### config.mk
export PLATFORM = sky130hd
export DESIGN_NAME = aps_front
export DESIGN_NICKNAME = d
export VERILOG_FILES = /design/src/hw/rtl/aps_pkg.sv /design/src/hw/rtl/aps_front.sv
export SDC_FILE = /design/constraint.sdc
export NUM_CORES = 1
export LEC_CHECK = 0
export BUFFER_PORTS_ARGS = -buffer_cell sky130_fd_sc_hd__buf_4
export CAP_MARGIN = 20
export CORE_ASPECT_RATIO = 1.75
export CORE_MARGIN = 3
export CORE_UTILIZATION = 45
export DETAILED_ROUTE_END_ITERATION = 10
export PLACE_DENSITY_LB_ADDON = 0.2
export SYNTH_ARGS = -nofsm -noshare
export SYNTH_HDL_FRONTEND = slang
export SYNTH_SLANG_ARGS = --single-unit
### constraint.sdc
create_clock -name clock -period 11 [get_ports clock]
set_input_delay 1.1 -clock clock [delete_from_list [all_inputs] [get_ports clock]]
set_output_delay 1.1 -clock clock [all_outputs]
set_load 0.05 [all_outputs]
### src/hw/rtl/aps_pkg.sv
// ----------------------------------------------------------------------------
// aps_pkg
// Shared types, codes and helpers for the adjacency power-sum block.
// ----------------------------------------------------------------------------
package aps_pkg;

   // matrix size is fixed by the 5-bit indexes and the 32-bit row word
   localparam int MaxNodes = 32;
   localparam int NodeW    = $clog2(MaxNodes);
   localparam int CellW    = 2 * NodeW;
   localparam int Cells    = MaxNodes * MaxNodes;
   localparam int CountW   = NodeW + 1;
   localparam int PowerW   = 5;
   localparam int SumW     = 64;

   // request operation codes
   localparam logic [1:0] OP_LOAD    = 2'd0;
   localparam logic [1:0] OP_COMPUTE = 2'd1;
   localparam logic [1:0] OP_READ    = 2'd2;

   // register indexes
   localparam logic REG_NODE_COUNT  = 1'b0;
   localparam logic REG_POWER_COUNT = 1'b1;

   // queued command kinds
   localparam logic [1:0] CMD_LOAD    = 2'd0;
   localparam logic [1:0] CMD_COMPUTE = 2'd1;
   localparam logic [1:0] CMD_READ    = 2'd2;

   typedef struct packed {
      logic [1:0]          kind;
      logic [NodeW-1:0]    row;
      logic [NodeW-1:0]    col;
      logic [MaxNodes-1:0] bits;
      logic                zero;   // read outside the matrix in use
   } cmd_type;

   typedef struct packed {
      logic boot_clear;
   } eng_status_type;

   // nodes in use: the register clipped to the matrix size
   function automatic logic [CountW-1:0] nodes_in_use(input logic [5:0] node_count);
      logic [CountW-1:0] n;
      if (node_count > 6'(MaxNodes)) begin
         n = CountW'(MaxNodes);
      end else begin
         n = CountW'(node_count);
      end
      return n;
   endfunction

endpackage

### src/hw/rtl/aps_front.sv
// ----------------------------------------------------------------------------
// aps_front
// Request decode and a two-word command queue in front of the engine.
// ----------------------------------------------------------------------------
module aps_front (
   input  logic                             clock,
   input  logic                             reset,
   input  logic                             start,
   output logic                             busy,
   input  logic [1:0]                       req_operation,
   input  logic [aps_pkg::NodeW-1:0]        req_row_index,
   input  logic [aps_pkg::NodeW-1:0]        req_col_index,
   input  logic [aps_pkg::MaxNodes-1:0]     req_row_bits,
   input  logic [aps_pkg::CountW-1:0]       nodes,
   input  aps_pkg::eng_status_type          status,
   output logic                             cmd_valid,
   output aps_pkg::cmd_type                 cmd,
   input  logic                             cmd_pop
);

   aps_pkg::cmd_type q_ff [2];
   logic             wr_ptr_ff, wr_ptr_in;
   logic             rd_ptr_ff, rd_ptr_in;
   logic [1:0]       count_ff, count_in;
   aps_pkg::cmd_type dec;
   logic             keep;
   logic             accept;
   logic             push;
   logic             row_out, col_out;

   assign busy   = (count_ff == 2'd2) || status.boot_clear;
   assign accept = start && !busy;

   // decode: drop undefined codes and loads outside the matrix
   always_comb begin
      row_out    = aps_pkg::CountW'(req_row_index) >= nodes;
      col_out    = aps_pkg::CountW'(req_col_index) >= nodes;
      dec.row    = req_row_index;
      dec.col    = req_col_index;
      dec.bits   = req_row_bits;
      dec.zero   = row_out || col_out;
      dec.kind   = aps_pkg::CMD_LOAD;
      keep       = 1'b0;
      unique case (req_operation)
         aps_pkg::OP_LOAD: begin
            dec.kind = aps_pkg::CMD_LOAD;
            keep     = !row_out;
         end
         aps_pkg::OP_COMPUTE: begin
            dec.kind = aps_pkg::CMD_COMPUTE;
            keep     = 1'b1;
         end
         aps_pkg::OP_READ: begin
            dec.kind = aps_pkg::CMD_READ;
            keep     = 1'b1;
         end
         default: begin
            keep = 1'b0;
         end
      endcase
   end

   assign push      = accept && keep;
   assign cmd_valid = (count_ff != 2'd0);
   assign cmd       = q_ff[rd_ptr_ff];

   // queue pointers
   always_comb begin
      wr_ptr_in = push ? !wr_ptr_ff : wr_ptr_ff;
      rd_ptr_in = cmd_pop ? !rd_ptr_ff : rd_ptr_ff;
      count_in  = count_ff + 2'(push) - 2'(cmd_pop);
   end

   always_ff @(posedge clock) begin
      if (reset) begin
         wr_ptr_ff <= 1'b0;
         rd_ptr_ff <= 1'b0;
         count_ff  <= 2'd0;
      end else begin
         wr_ptr_ff <= wr_ptr_in;
         rd_ptr_ff <= rd_ptr_in;
         count_ff  <= count_in;
      end
   end

   always_ff @(posedge clock) begin
      if (push) begin
         q_ff[wr_ptr_ff] <= dec;
      end
   end

endmodule

==> reports/metrics.yaml, run 1 <==
run_status: "finished, final reports clean"
synth_mux_area_frac: 0.138
switching_share: 0.249
cts_tree: "built"
p_int_w: 0.000655
seq_power_share: 0.480
drtIter0Drc: 148
path_cells: "buf_4, ha_1, a211oi_1, nor3_1, or3_1, o22a_2, ha_1, inv_1, ha_1, xor2_1, xnor2_1, nor2_1"
crit_arrival_ns: 3.34
synth_top_family_by_area: "multiplexers"
grt_max_degree: 46
postCtsSetupBuffers: 0
synth-seq-cells: 95
placed_area_mm2: 0.00466
antenna_found_initial: 0
yosys.area_share.adder: 0.0531
cp_top_family: "adder cells"
htree_levels: 3
yosys-top-cells-count: "90 x edfxtp_1, 45 x mux2_2, 16 x ha_1, 12 x inv_1, 9 x nor2_1"
post-route-util: 0.619
hp-class: "flip-flop to flip-flop"
multi_input_area_um2: 921
synth_ff_type: "edfxtp_1"
crit_required_ns: 11.22
syn_to_final_growth_pct: 31.6
hold_depth: 2
r2r_cells: 10
drive_gt1_frac: 0.522
regArea_mm2: 0.00280
grt.busiest_layer: "met2"
fin_area_mm2: 0.00496
synth_top_area_cell: "edfxtp_1"
cts_max_path_buffers: 2
start_util: 0.471
yosysWarnings: 0
grt_pass1_vias: 2137
crit_path_start_kind: "primary input"
synth_compound_area_frac: 0.0166
overflow: 0
peakVddDrop_mv: 0.0951
maxCapViolCount: 0
syn_area_mm2: 0.00377
nets: 386
dr.pass1.iters: 4
leakagePower_nw: 1.93
postCtsHoldBufs: 0
rsz0062_at_grt: "no"
critPathKind: "primary input to flip-flop"
routed_wl_mm: 6.61
cts.sinks: 95
fin_skew_ns: 0.00606
finalSetupTns_ns: 0
cp.buffers_inverters: 2
grt_use_met2: 0.255
async_flop_share: 0
critPathSlowestCell: "or3_1"
die_area_mm2: 0.00956
power_per_cell_area_mw_per_mm2: 176
crit_fanout: 4
setup_viol: 0
relSlewSlack: 0.602
die_h_um: 127
slowest_delay_ns: 0.35
p_clk_frac: 0.340
synth_edf_count: 90
drc: 0
combinationalPowerShare: 0.180
viasPerCell: 4.99
instances_no_fill: 410
max_freq_ghz: 0.321
dpl.hpwl_mm: 4.56
cts_root_buffer: "clkbuf_16"
path_common_cell: "ha_1"
insertion_delay_ns: 0.33
num-fill-cells: 625
synthSimpleGateAreaFrac: 0.0252
synthDistinctLibCells: 25
synthTopCellsByArea: "edfxtp_1 72%, mux2_2 13%, ha_1 5.3%"
dieWidth_um: 75.2
synth_cells: 205
clk_pin_slew_ns: 0.06
dp_cells: 393
track_usage: 0.144
numCtsBuffers: 9
use_met3: 0.0425
synth_nets: 276
crit_cells: 12
finalCritPeriodShare: 0.283
fp-row-count: 43
gp_congestion: 0.697
p_sw_w: 0.000217
hold_viol_final: 0
use_met1: 0.152
antennaDiodeCount: 0
critPathCaptureType: "flip-flop"
yosysSeqAreaShare: 0.743
via_count: 2045
postRouteAntennaNets: 0
yosys.area.top_type_share: 0.716
io_buffers: 101
coreArea_mm2: 0.00802
postSynthAreaPerCell_um2: 18.4
grt_pass1_wl_mm: 10.1
wl_per_cell_um: 16.1
yosysMostFrequentCell: "edfxtp_1"
p_total_w: 0.000872
synth-xor-area-share: 0.00697
worst_slew_pin_slew_ns: 0.596
drv_slew: 0
cts_resized: 0
finalCriticalPeriod_ns: 3.11
ios: 102
-- power by group through the flow --
stage          sequential [W]  combinational [W]  clock (W)
2_1_floorplan        0.000424           0.000106          0
3_3_place_gp         0.000430           0.000152          0
3_5_place_dp         0.000431           0.000154          0
4_1_cts              0.000423           0.000155   0.000305
5_1_grt              0.000420           0.000168   0.000320
6_report             0.000419           0.000157   0.000296
-- kinds of logic after synthesis --
| logic type | count (synthesis) |
|---|---|
| AOI/OAI and AO/OA | 9 |
| xor gates and xnor gates | 3 |
| adders and majority gates | 16 |
| buffers and inverters | 17 |
| DFF | 95 |
| muxes | 46 |
| and+or+nand+nor | 19 |
-- registers in the layout (all words and copies together) (netlist names), named ones only --
signal,cells
count_ff,2
q_ff,90
rd_ptr_ff,1
wr_ptr_ff,1
-- cells in the final DEF, fill, tap and decap left out, types with 2 or more instances in the layout --
cell type	count
inv_1	12
mux2_2	45
a21oi_1	3
dfxtp_1	4
xnor2_1	2
clkbuf_1	5
ha_1	16
nor2_1	7
buf_4	103
clkbuf_16	9
nand3b_1	2
nand2b_1	2
edfxtp_1	90
nor2_4	2
a21o_1	2
-- area by class of cell --
class                           count  area share
Clock buffer                       15      0.0519
Clock inverter                      1     0.00605
Inverter                           12     0.00907
Multi-Input combinational cell     93       0.186
Sequential cell                    95       0.565
Tap cell                           90      0.0227
Timing Repair Buffer              104       0.160
-- metrics by stage --
stage,worst slack (ns),hold WS [ns]
after floorplan,6.37,0.480
after global placement,7.54,0.493
after detailed placement,7.51,0.498
after CTS,7.79,0.525
after global routing,7.73,0.591
final,7.89,0.515
-- path summary, 6_finish.rpt --
| path | from | end | slack (ns) |
|---|---|---|---|
| max | req_row_index[3] | count_ff[1] | 7.89 |
| min | rd_ptr_ff | rd_ptr_ff | 0.51 |
| max reg2reg | count_ff[0] | count_ff[1] | 8.78 |
| min reg2reg | rd_ptr_ff | rd_ptr_ff | 0.51 |
-- routing by layer --
layer	routed length [µm]	up-vias	part of all wire
li1	-	993	-
met5	0	-	0
met1	2360	981	0.36
met2	3720	64	0.56
met4	122	0	0.018
met3	407	7	0.062
-- worst min-delay path: stages (launching register included) --
cell and delay [ns]:
dfxtp_1 0.32, xnor2_1 0.08, nor2_1 0.08
Power figures use the tool's default switching activity.
==> run 2, diff against run 1 <==
--- a/config.mk
+++ b/config.mk
@@ -5,6 +5,7 @@
 export SDC_FILE = /design/constraint.sdc
 export NUM_CORES = 1
 export LEC_CHECK = 0
+export ABC_AREA = 1
 export BUFFER_PORTS_ARGS = -buffer_cell sky130_fd_sc_hd__buf_4
 export CAP_MARGIN = 20
 export CORE_ASPECT_RATIO = 1.75
==> constraint.sdc (replaced) <==
create_clock -name clock -period 2.9 [get_ports clock]
set_input_delay 0.29 -clock clock [delete_from_list [all_inputs] [get_ports clock]]
set_output_delay 0.29 -clock clock [all_outputs]
set_load 0.05 [all_outputs]
==> run 2 against run 1 <==
Count of clock-buffer cells in the layout shrank 3. Flip-flop and latch count is the same. Critical path depth shrank 9. Setup slack lost 7.1 ns. Synthesized cell count grew 8.3%. Cell count grew 11%. Clock skew shrank 0.0031 ns. Combinational power grew to 3.4 times the previous value. Worst hold slack lost 0.37 ns. Wire length grew 4.3%. Largest power group unchanged.
==> reports/metrics.yaml, run 2 <==
hp-class: "primary input to flip-flop"
dieWidth_um: 76.1  # +1.2%
drc: 0  # unchanged
dr.pass1.iters: 4  # unchanged
slowest_delay_ns: 0.70  # +0.35 ns
yosysSeqAreaShare: 0.724  # -0.0185
crit_required_ns: 2.61  # -8.61 ns
largest_reg_flops: 90  # unchanged
antenna_found_initial: 0  # unchanged
ios: 102  # unchanged
critPathKind: "flip-flop to output pin"
yosys.area.top_type_share: 0.699  # -0.0178
critPathSlowestCell: "dfxtp_2"
via_count: 2160  # +5.6%
run_status: "finished, final reports clean"
grt_pass1_vias: 2270  # +6.2%
power_per_cell_area_mw_per_mm2: 634  # +260%
coreArea_mm2: 0.00831  # +3.7%
yosys-top-cells-count: "90 x edfxtp_1, 40 x mux2_2, 20 x inv_1, 16 x ha_1, 12 x nand2_1"
crit_path_start_kind: "flip-flop"
die_h_um: 129  # +1.2%
start_util: 0.465  # -0.00520
htree_levels: 3  # unchanged
track_usage: 0.146  # +0.00213
wl_met3_um: 349  # -14%
cts_resized: 0  # unchanged
top_regs: "q_ff (90), count_ff (2)"
synthTopCellsByArea: "edfxtp_1 70%, mux2_2 12%, ha_1 5.2%"
synth-seq-cells: 95  # unchanged
synth_nets: 293  # +6.2%
crit_arrival_ns: 1.86  # -1.48 ns
synthDistinctLibCells: 26  # +4.0%
synth_ff_type: "edfxtp_1"
path_cells: "buf_12, mux2_2, buf_4"
clk_pin_slew_ns: 0.06  # about the same
routed_wl_mm: 6.89  # +4.3%
numCtsBuffers: 9  # unchanged
setup_viol: 0  # unchanged
post-route-util: 0.609  # -0.0105
async_flop_share: 0  # unchanged
yosysWarnings: 0  # unchanged
drive_gt1_frac: 0.507  # -0.0145
drv_slew: 0  # unchanged
wl_met2_mm: 4.10  # +10%
postSynthAreaPerCell_um2: 17.4  # -5.3%
crit_fanout: 23  # +19
cts_max_path_buffers: 2  # unchanged
postCtsHoldBufs: 0  # unchanged
yosysMostFrequentCell: "edfxtp_1"
die_area_mm2: 0.00979  # +2.4%
peakVddDrop_mv: 0.342  # +260%
final_cell_mix: "105 x buf_4, 90 x edfxtp_1, 40 x mux2_2, 19 x inv_1, 16 x ha_1"
leakagePower_nw: 2.01  # +3.9%
cts_tree: "built"
overflow: 0  # unchanged
postCtsSetupBuffers: 0  # unchanged
finalSetupTns_ns: 0  # unchanged
nets: 405  # +4.9%
worst_slew_pin_slew_ns: 0.583  # -0.0129 ns
gp_congestion: 0.714  # +2.5%
max_freq_ghz: 0.466
final_common_cell: "buf_4"
viasPerCell: 4.76  # -4.6%
postRouteAntennaNets: 0  # unchanged
maxCapViolCount: 0  # unchanged
grt_max_degree: 25  # -46%
io_buffers: 101  # unchanged
antennaDiodeCount: 0  # unchanged
fp-row-count: 44  # +2.3%
synth_top_area_cell: "edfxtp_1"
hold_viol_final: 0  # unchanged
finalCriticalPeriod_ns: 2.15
cts.sinks: 95  # unchanged
top_layer_used: "met4"
syn_to_final_growth_pct: 30.8
dpl.hpwl_mm: 5.03  # +10%
grt_pass1_wl_mm: 10.7  # +6.5%
rsz0062_at_grt: "no"
syn_area_mm2: 0.00387  # +2.6%
whs_ns: 0.142  # -0.373 ns
insertion_delay_ns: 0.33  # about the same
instances_no_fill: 454  # +11%
critPathCaptureType: "output pin"
met1_length_mm: 2.30  # -2.6%
dp_cells: 438  # +11%
relSlewSlack: 0.611  # +0.00863
fin_skew_ns: 0.00297  # -0.00308 ns
finalCritPeriodShare: 0.741
synth_edf_count: 90  # unchanged
cts_root_buffer: "clkbuf_16"
wl_per_cell_um: 15.2  # -5.8%
regMostFlops: "q_ff"
drtIter0Drc: 84  # -43%
synth_cells: 222  # +8.3%
==> run 2: changes by cell type after synthesis, moves of 2 or more <==
cell      change
inv_1         +8
nand2b_1      -2
inv_2         +2
a21o_1        -2
nand2_1      +11
buf_1         -4
mux2_2        -5
nand3b_1      -2
buf_6         +4
nand2_2       +3
mux2_1        +5
nor2_1        -3
==> run 2: stage by stage <==
stage	area [µm²]	setup slack [ns]	power [W]
2_1_floorplan	3870	0.253	0.00195
3_3_place_gp	4780	0.649	0.00213
3_5_place_dp	4780	0.616	0.00214
4_1_cts	5060	0.694	0.00325
5_1_grt	5060	0.640	0.00333
6_report	5060	0.752	0.00321
==> run 2: cell type report <==
class / count / area (µm²)
Clock inverter: 4 / 46.3
Tap cell: 115 / 144
Clock buffer: 12 / 236
Timing Repair Buffer: 106 / 808
Inverter: 22 / 82.6
Sequential cell: 95 / 2800
Multi-Input combinational cell: 100 / 938
Fill cell: 676 / 3250
==> run 2: where the power goes <==
part	internal, W	total, W	switching (W)
Combinational	0.000207	0.000531	0.000324
Clock	0.000664	0.00111	0.000444
Sequential	0.00155	0.00157	0.0000248
==> run 2: worst max-delay path, delay by kind of cell (launching register included) <==
| kind | cells | cell delay [ns] |
|---|---|---|
| mux | 1 | 0.36 |
| flops | 1 | 0.70 |
| buf+inv | 2 | 0.45 |
==> run 2: cells by family (layout without fill, tap and decap cells) <==
logic type | Yosys count | count (layout) | share of synthesized area
AND/OR/NAND/NOR | 28 | 28 | 0.0375
multiplexers | 45 | 45 | 0.131
XOR/XNOR | 2 | 2 | 0.00453
buffers and inverters | 27 | 144 | 0.0349
adder cells (fa/ha/maj) | 16 | 16 | 0.0517
AO/OA/AOI/OAI | 9 | 9 | 0.0158
flip-flops | 95 | 95 | 0.724
==> run 2: layer usage <==
layer | global-route usage | vias to the layer above
met5 | 0 | -
met4 | 0.0672 | 0
met3 | 0.0455 | 9
met2 | 0.288 | 55
met1 | 0.134 | 1061
li1 | - | 1035
==> run 2: worst paths after layout <==
| check | cells past startpoint | slack (ns) | startpoint | endpoint |
|---|---|---|---|---|
| max reg2reg | 10 | 1.14 | count_ff[1] | count_ff[1] |
| min | 1 | 0.14 | req_row_bits[14] | q_ff[1][15] |
| max | 3 | 0.75 | flip-flop | cmd[18] |
| min reg2reg | 2 | 0.53 | rd_ptr_ff | rd_ptr_ff |
==> run 3, diff against run 2 <==
==> constraint.sdc (replaced) <==
create_clock -name clock -period 1.8 [get_ports clock]
set_input_delay 0.18 -clock clock [delete_from_list [all_inputs] [get_ports clock]]
set_output_delay 0.18 -clock clock [all_outputs]
set_load 0.05 [all_outputs]
==> run 3 against run 2 <==
Worst hold slack got worse by 0.12 ns. Combinational power rose by 72%. Cell count rose by 2.4%. Clock power rose by 65%. Count of clock-buffer cells in the layout rose by 3. Die area did not move. Total power rose by 64%. Cell area rose by 3.7%. Global-route usage rose by 0.065 points. Critical path depth rose by 12. Critical endpoint is now count_ff[1]. Highest routed layer unchanged.
==> reports/metrics.yaml, run 3 (synthesis gave the netlist of run 2 again) <==
run_status: "finished, final reports clean"
rsz0062_at_grt: "no"
grt_pass1_vias: 2314  # +1.9%
cts_resized: 0  # unchanged
relSlewSlack: 0.831  # +0.220
met1_length_mm: 2.30  # about the same
critPathKind: "primary input to flip-flop"
drtIter0Drc: 126  # +50%
die_area_mm2: 0.00979  # unchanged
cts.sinks: 95  # unchanged
dpl.hpwl_mm: 4.90  # -2.6%
antenna_found_initial: 0  # unchanged
max_freq_ghz: 0.588
regArea_mm2: 0.00280  # unchanged
crit_path_start_kind: "primary input"
via_count: 2144  # -0.74%
drc: 0  # unchanged
clk_pin_slew_ns: 0.06  # about the same
setup_viol: 0  # unchanged
multi_input_area_um2: 971  # +3.5%
postRouteAntennaNets: 0  # unchanged
fp-row-count: 44  # unchanged
top_layer_used: "met4"
track_usage: 0.147  # +0.000649
io_buffers: 101  # unchanged
whs_ns: 0.0241  # -0.118 ns
cp_top_family: "adder cells"
leakagePower_nw: 2.07  # +3.1%
crit_fanout: 2  # -91%
maxCapViolCount: 0  # unchanged
drive_gt1_frac: 0.531  # +0.0241
wl_per_cell_um: 14.8  # -2.4%
htree_levels: 3  # unchanged
cts_tree: "built"
grt_max_degree: 46  # +84%
finalCriticalPeriod_ns: 1.70
largest_reg_flops: 90  # unchanged
postCtsHoldBufs: 0  # unchanged
num-fill-cells: 647  # -4.3%
crit_required_ns: 2.06  # -0.55 ns
hp-class: "primary input to flip-flop"
viasPerCell: 4.61  # -3.1%
fin_skew_ns: 0.00465  # +0.00168 ns
top_regs: "q_ff (90), count_ff (2)"
dr.pass1.iters: 4  # unchanged
wl_met2_mm: 4.08  # -0.56%
critPathCaptureType: "flip-flop"
routed_wl_mm: 6.88  # about the same
wl_met3_um: 365  # +4.6%
nets: 416  # +2.7%
critPathSlowestCell: "ha_1"
rrSetupSlack_ns: 0.11  # -1.03 ns
postCtsSetupBuffers: 0  # unchanged
die_h_um: 129  # unchanged
power_per_cell_area_mw_per_mm2: 1000  # +58%
ios: 102  # unchanged
grt_pass1_wl_mm: 10.8  # +0.64%
syn_to_final_growth_pct: 35.6
gp_congestion: 0.697  # -2.4%
slowest_delay_ns: 0.26  # -0.44 ns
peakVddDrop_mv: 0.512  # +50%
cts_root_buffer: "clkbuf_16"
finalCritPeriodShare: 0.944
coreArea_mm2: 0.00831  # unchanged
final_common_cell: "buf_4"
numCtsBuffers: 9  # unchanged
dieWidth_um: 76.1  # unchanged
worst_slew_pin_slew_ns: 0.254  # -0.330 ns
finalSetupTns_ns: 0  # unchanged
cts_max_path_buffers: 2  # unchanged
hold_viol_final: 0  # unchanged
antennaDiodeCount: 0  # unchanged
start_util: 0.465  # unchanged
path_cells: "buf_4, inv_12, ha_4, nand2_1, nand2_1, a21boi_2, nand3_2, nand2_2, nand2_2, ha_1, inv_1, ha_1, xor2_1, o21ai_1, a21oi_1"
insertion_delay_ns: 0.33  # about the same
overflow: 0  # unchanged
crit_arrival_ns: 1.96  # +0.10 ns
final_cell_mix: "112 x buf_4, 90 x edfxtp_1, 40 x mux2_2, 17 x inv_1, 14 x ha_1"
regMostFlops: "q_ff"
drv_slew: 0  # unchanged
cp.buffers_inverters: 3  # +1
post-route-util: 0.631  # +0.0224
-- run 3: where the power goes --
group          internal [W]  total (W)  leakage, nW  switching [W]
Combinational      0.000361   0.000912         1.08       0.000551
Sequential          0.00249    0.00251        0.858      0.0000223
Clock               0.00112    0.00183        0.138       0.000711
-- run 3: layer usage --
layer | up-vias | GRT usage
li1 | 1064 | -
met2 | 57 | 0.298
met4 | 0 | 0.0704
met3 | 9 | 0.0392
met5 | - | 0
met1 | 1014 | 0.130
-- run 3: stage by stage --
stage	setup WS, ns	cell area (µm²)	std cells	power (W)
5_1_grt	0.00864	5250	465	0.00543
2_1_floorplan	-0.227	3930	222	0.00316
3_3_place_gp	-0.268	4960	449	0.00347
4_1_cts	0.0700	5250	465	0.00531
3_5_place_dp	-0.279	4960	449	0.00349
6_report	0.100	5250	465	0.00525
-- run 3: final cells by class --
type / instances / area share
clock inverter: 1 / 0.00572
tap: 115 / 0.0274
multi-input combinational: 100 / 0.185
sequential: 95 / 0.534
timing repair buffer: 117 / 0.179
inverter: 22 / 0.0188
clock buffer: 15 / 0.0491
-- run 3: worst paths after layout --
path | endpoint | cells after the start | from
worst max-delay path | count_ff[1] | 15 | nodes[3]
worst min-delay path | flip-flop | 2 | reset
worst max register to register | count_ff[1] | 9 | count_ff[0]
worst min register to register | rd_ptr_ff | 2 | rd_ptr_ff
-- run 3: worst reg2reg max path, stage by stage (launching register included) --
cell and delay, ns:
dfxtp_1 0.40, o21bai_4 0.10, nor3b_4 0.20, nand2_2 0.08, ha_1 0.26, inv_1 0.06, ha_1 0.14, xor2_1 0.19
o21ai_1 0.07, a21oi_1 0.12
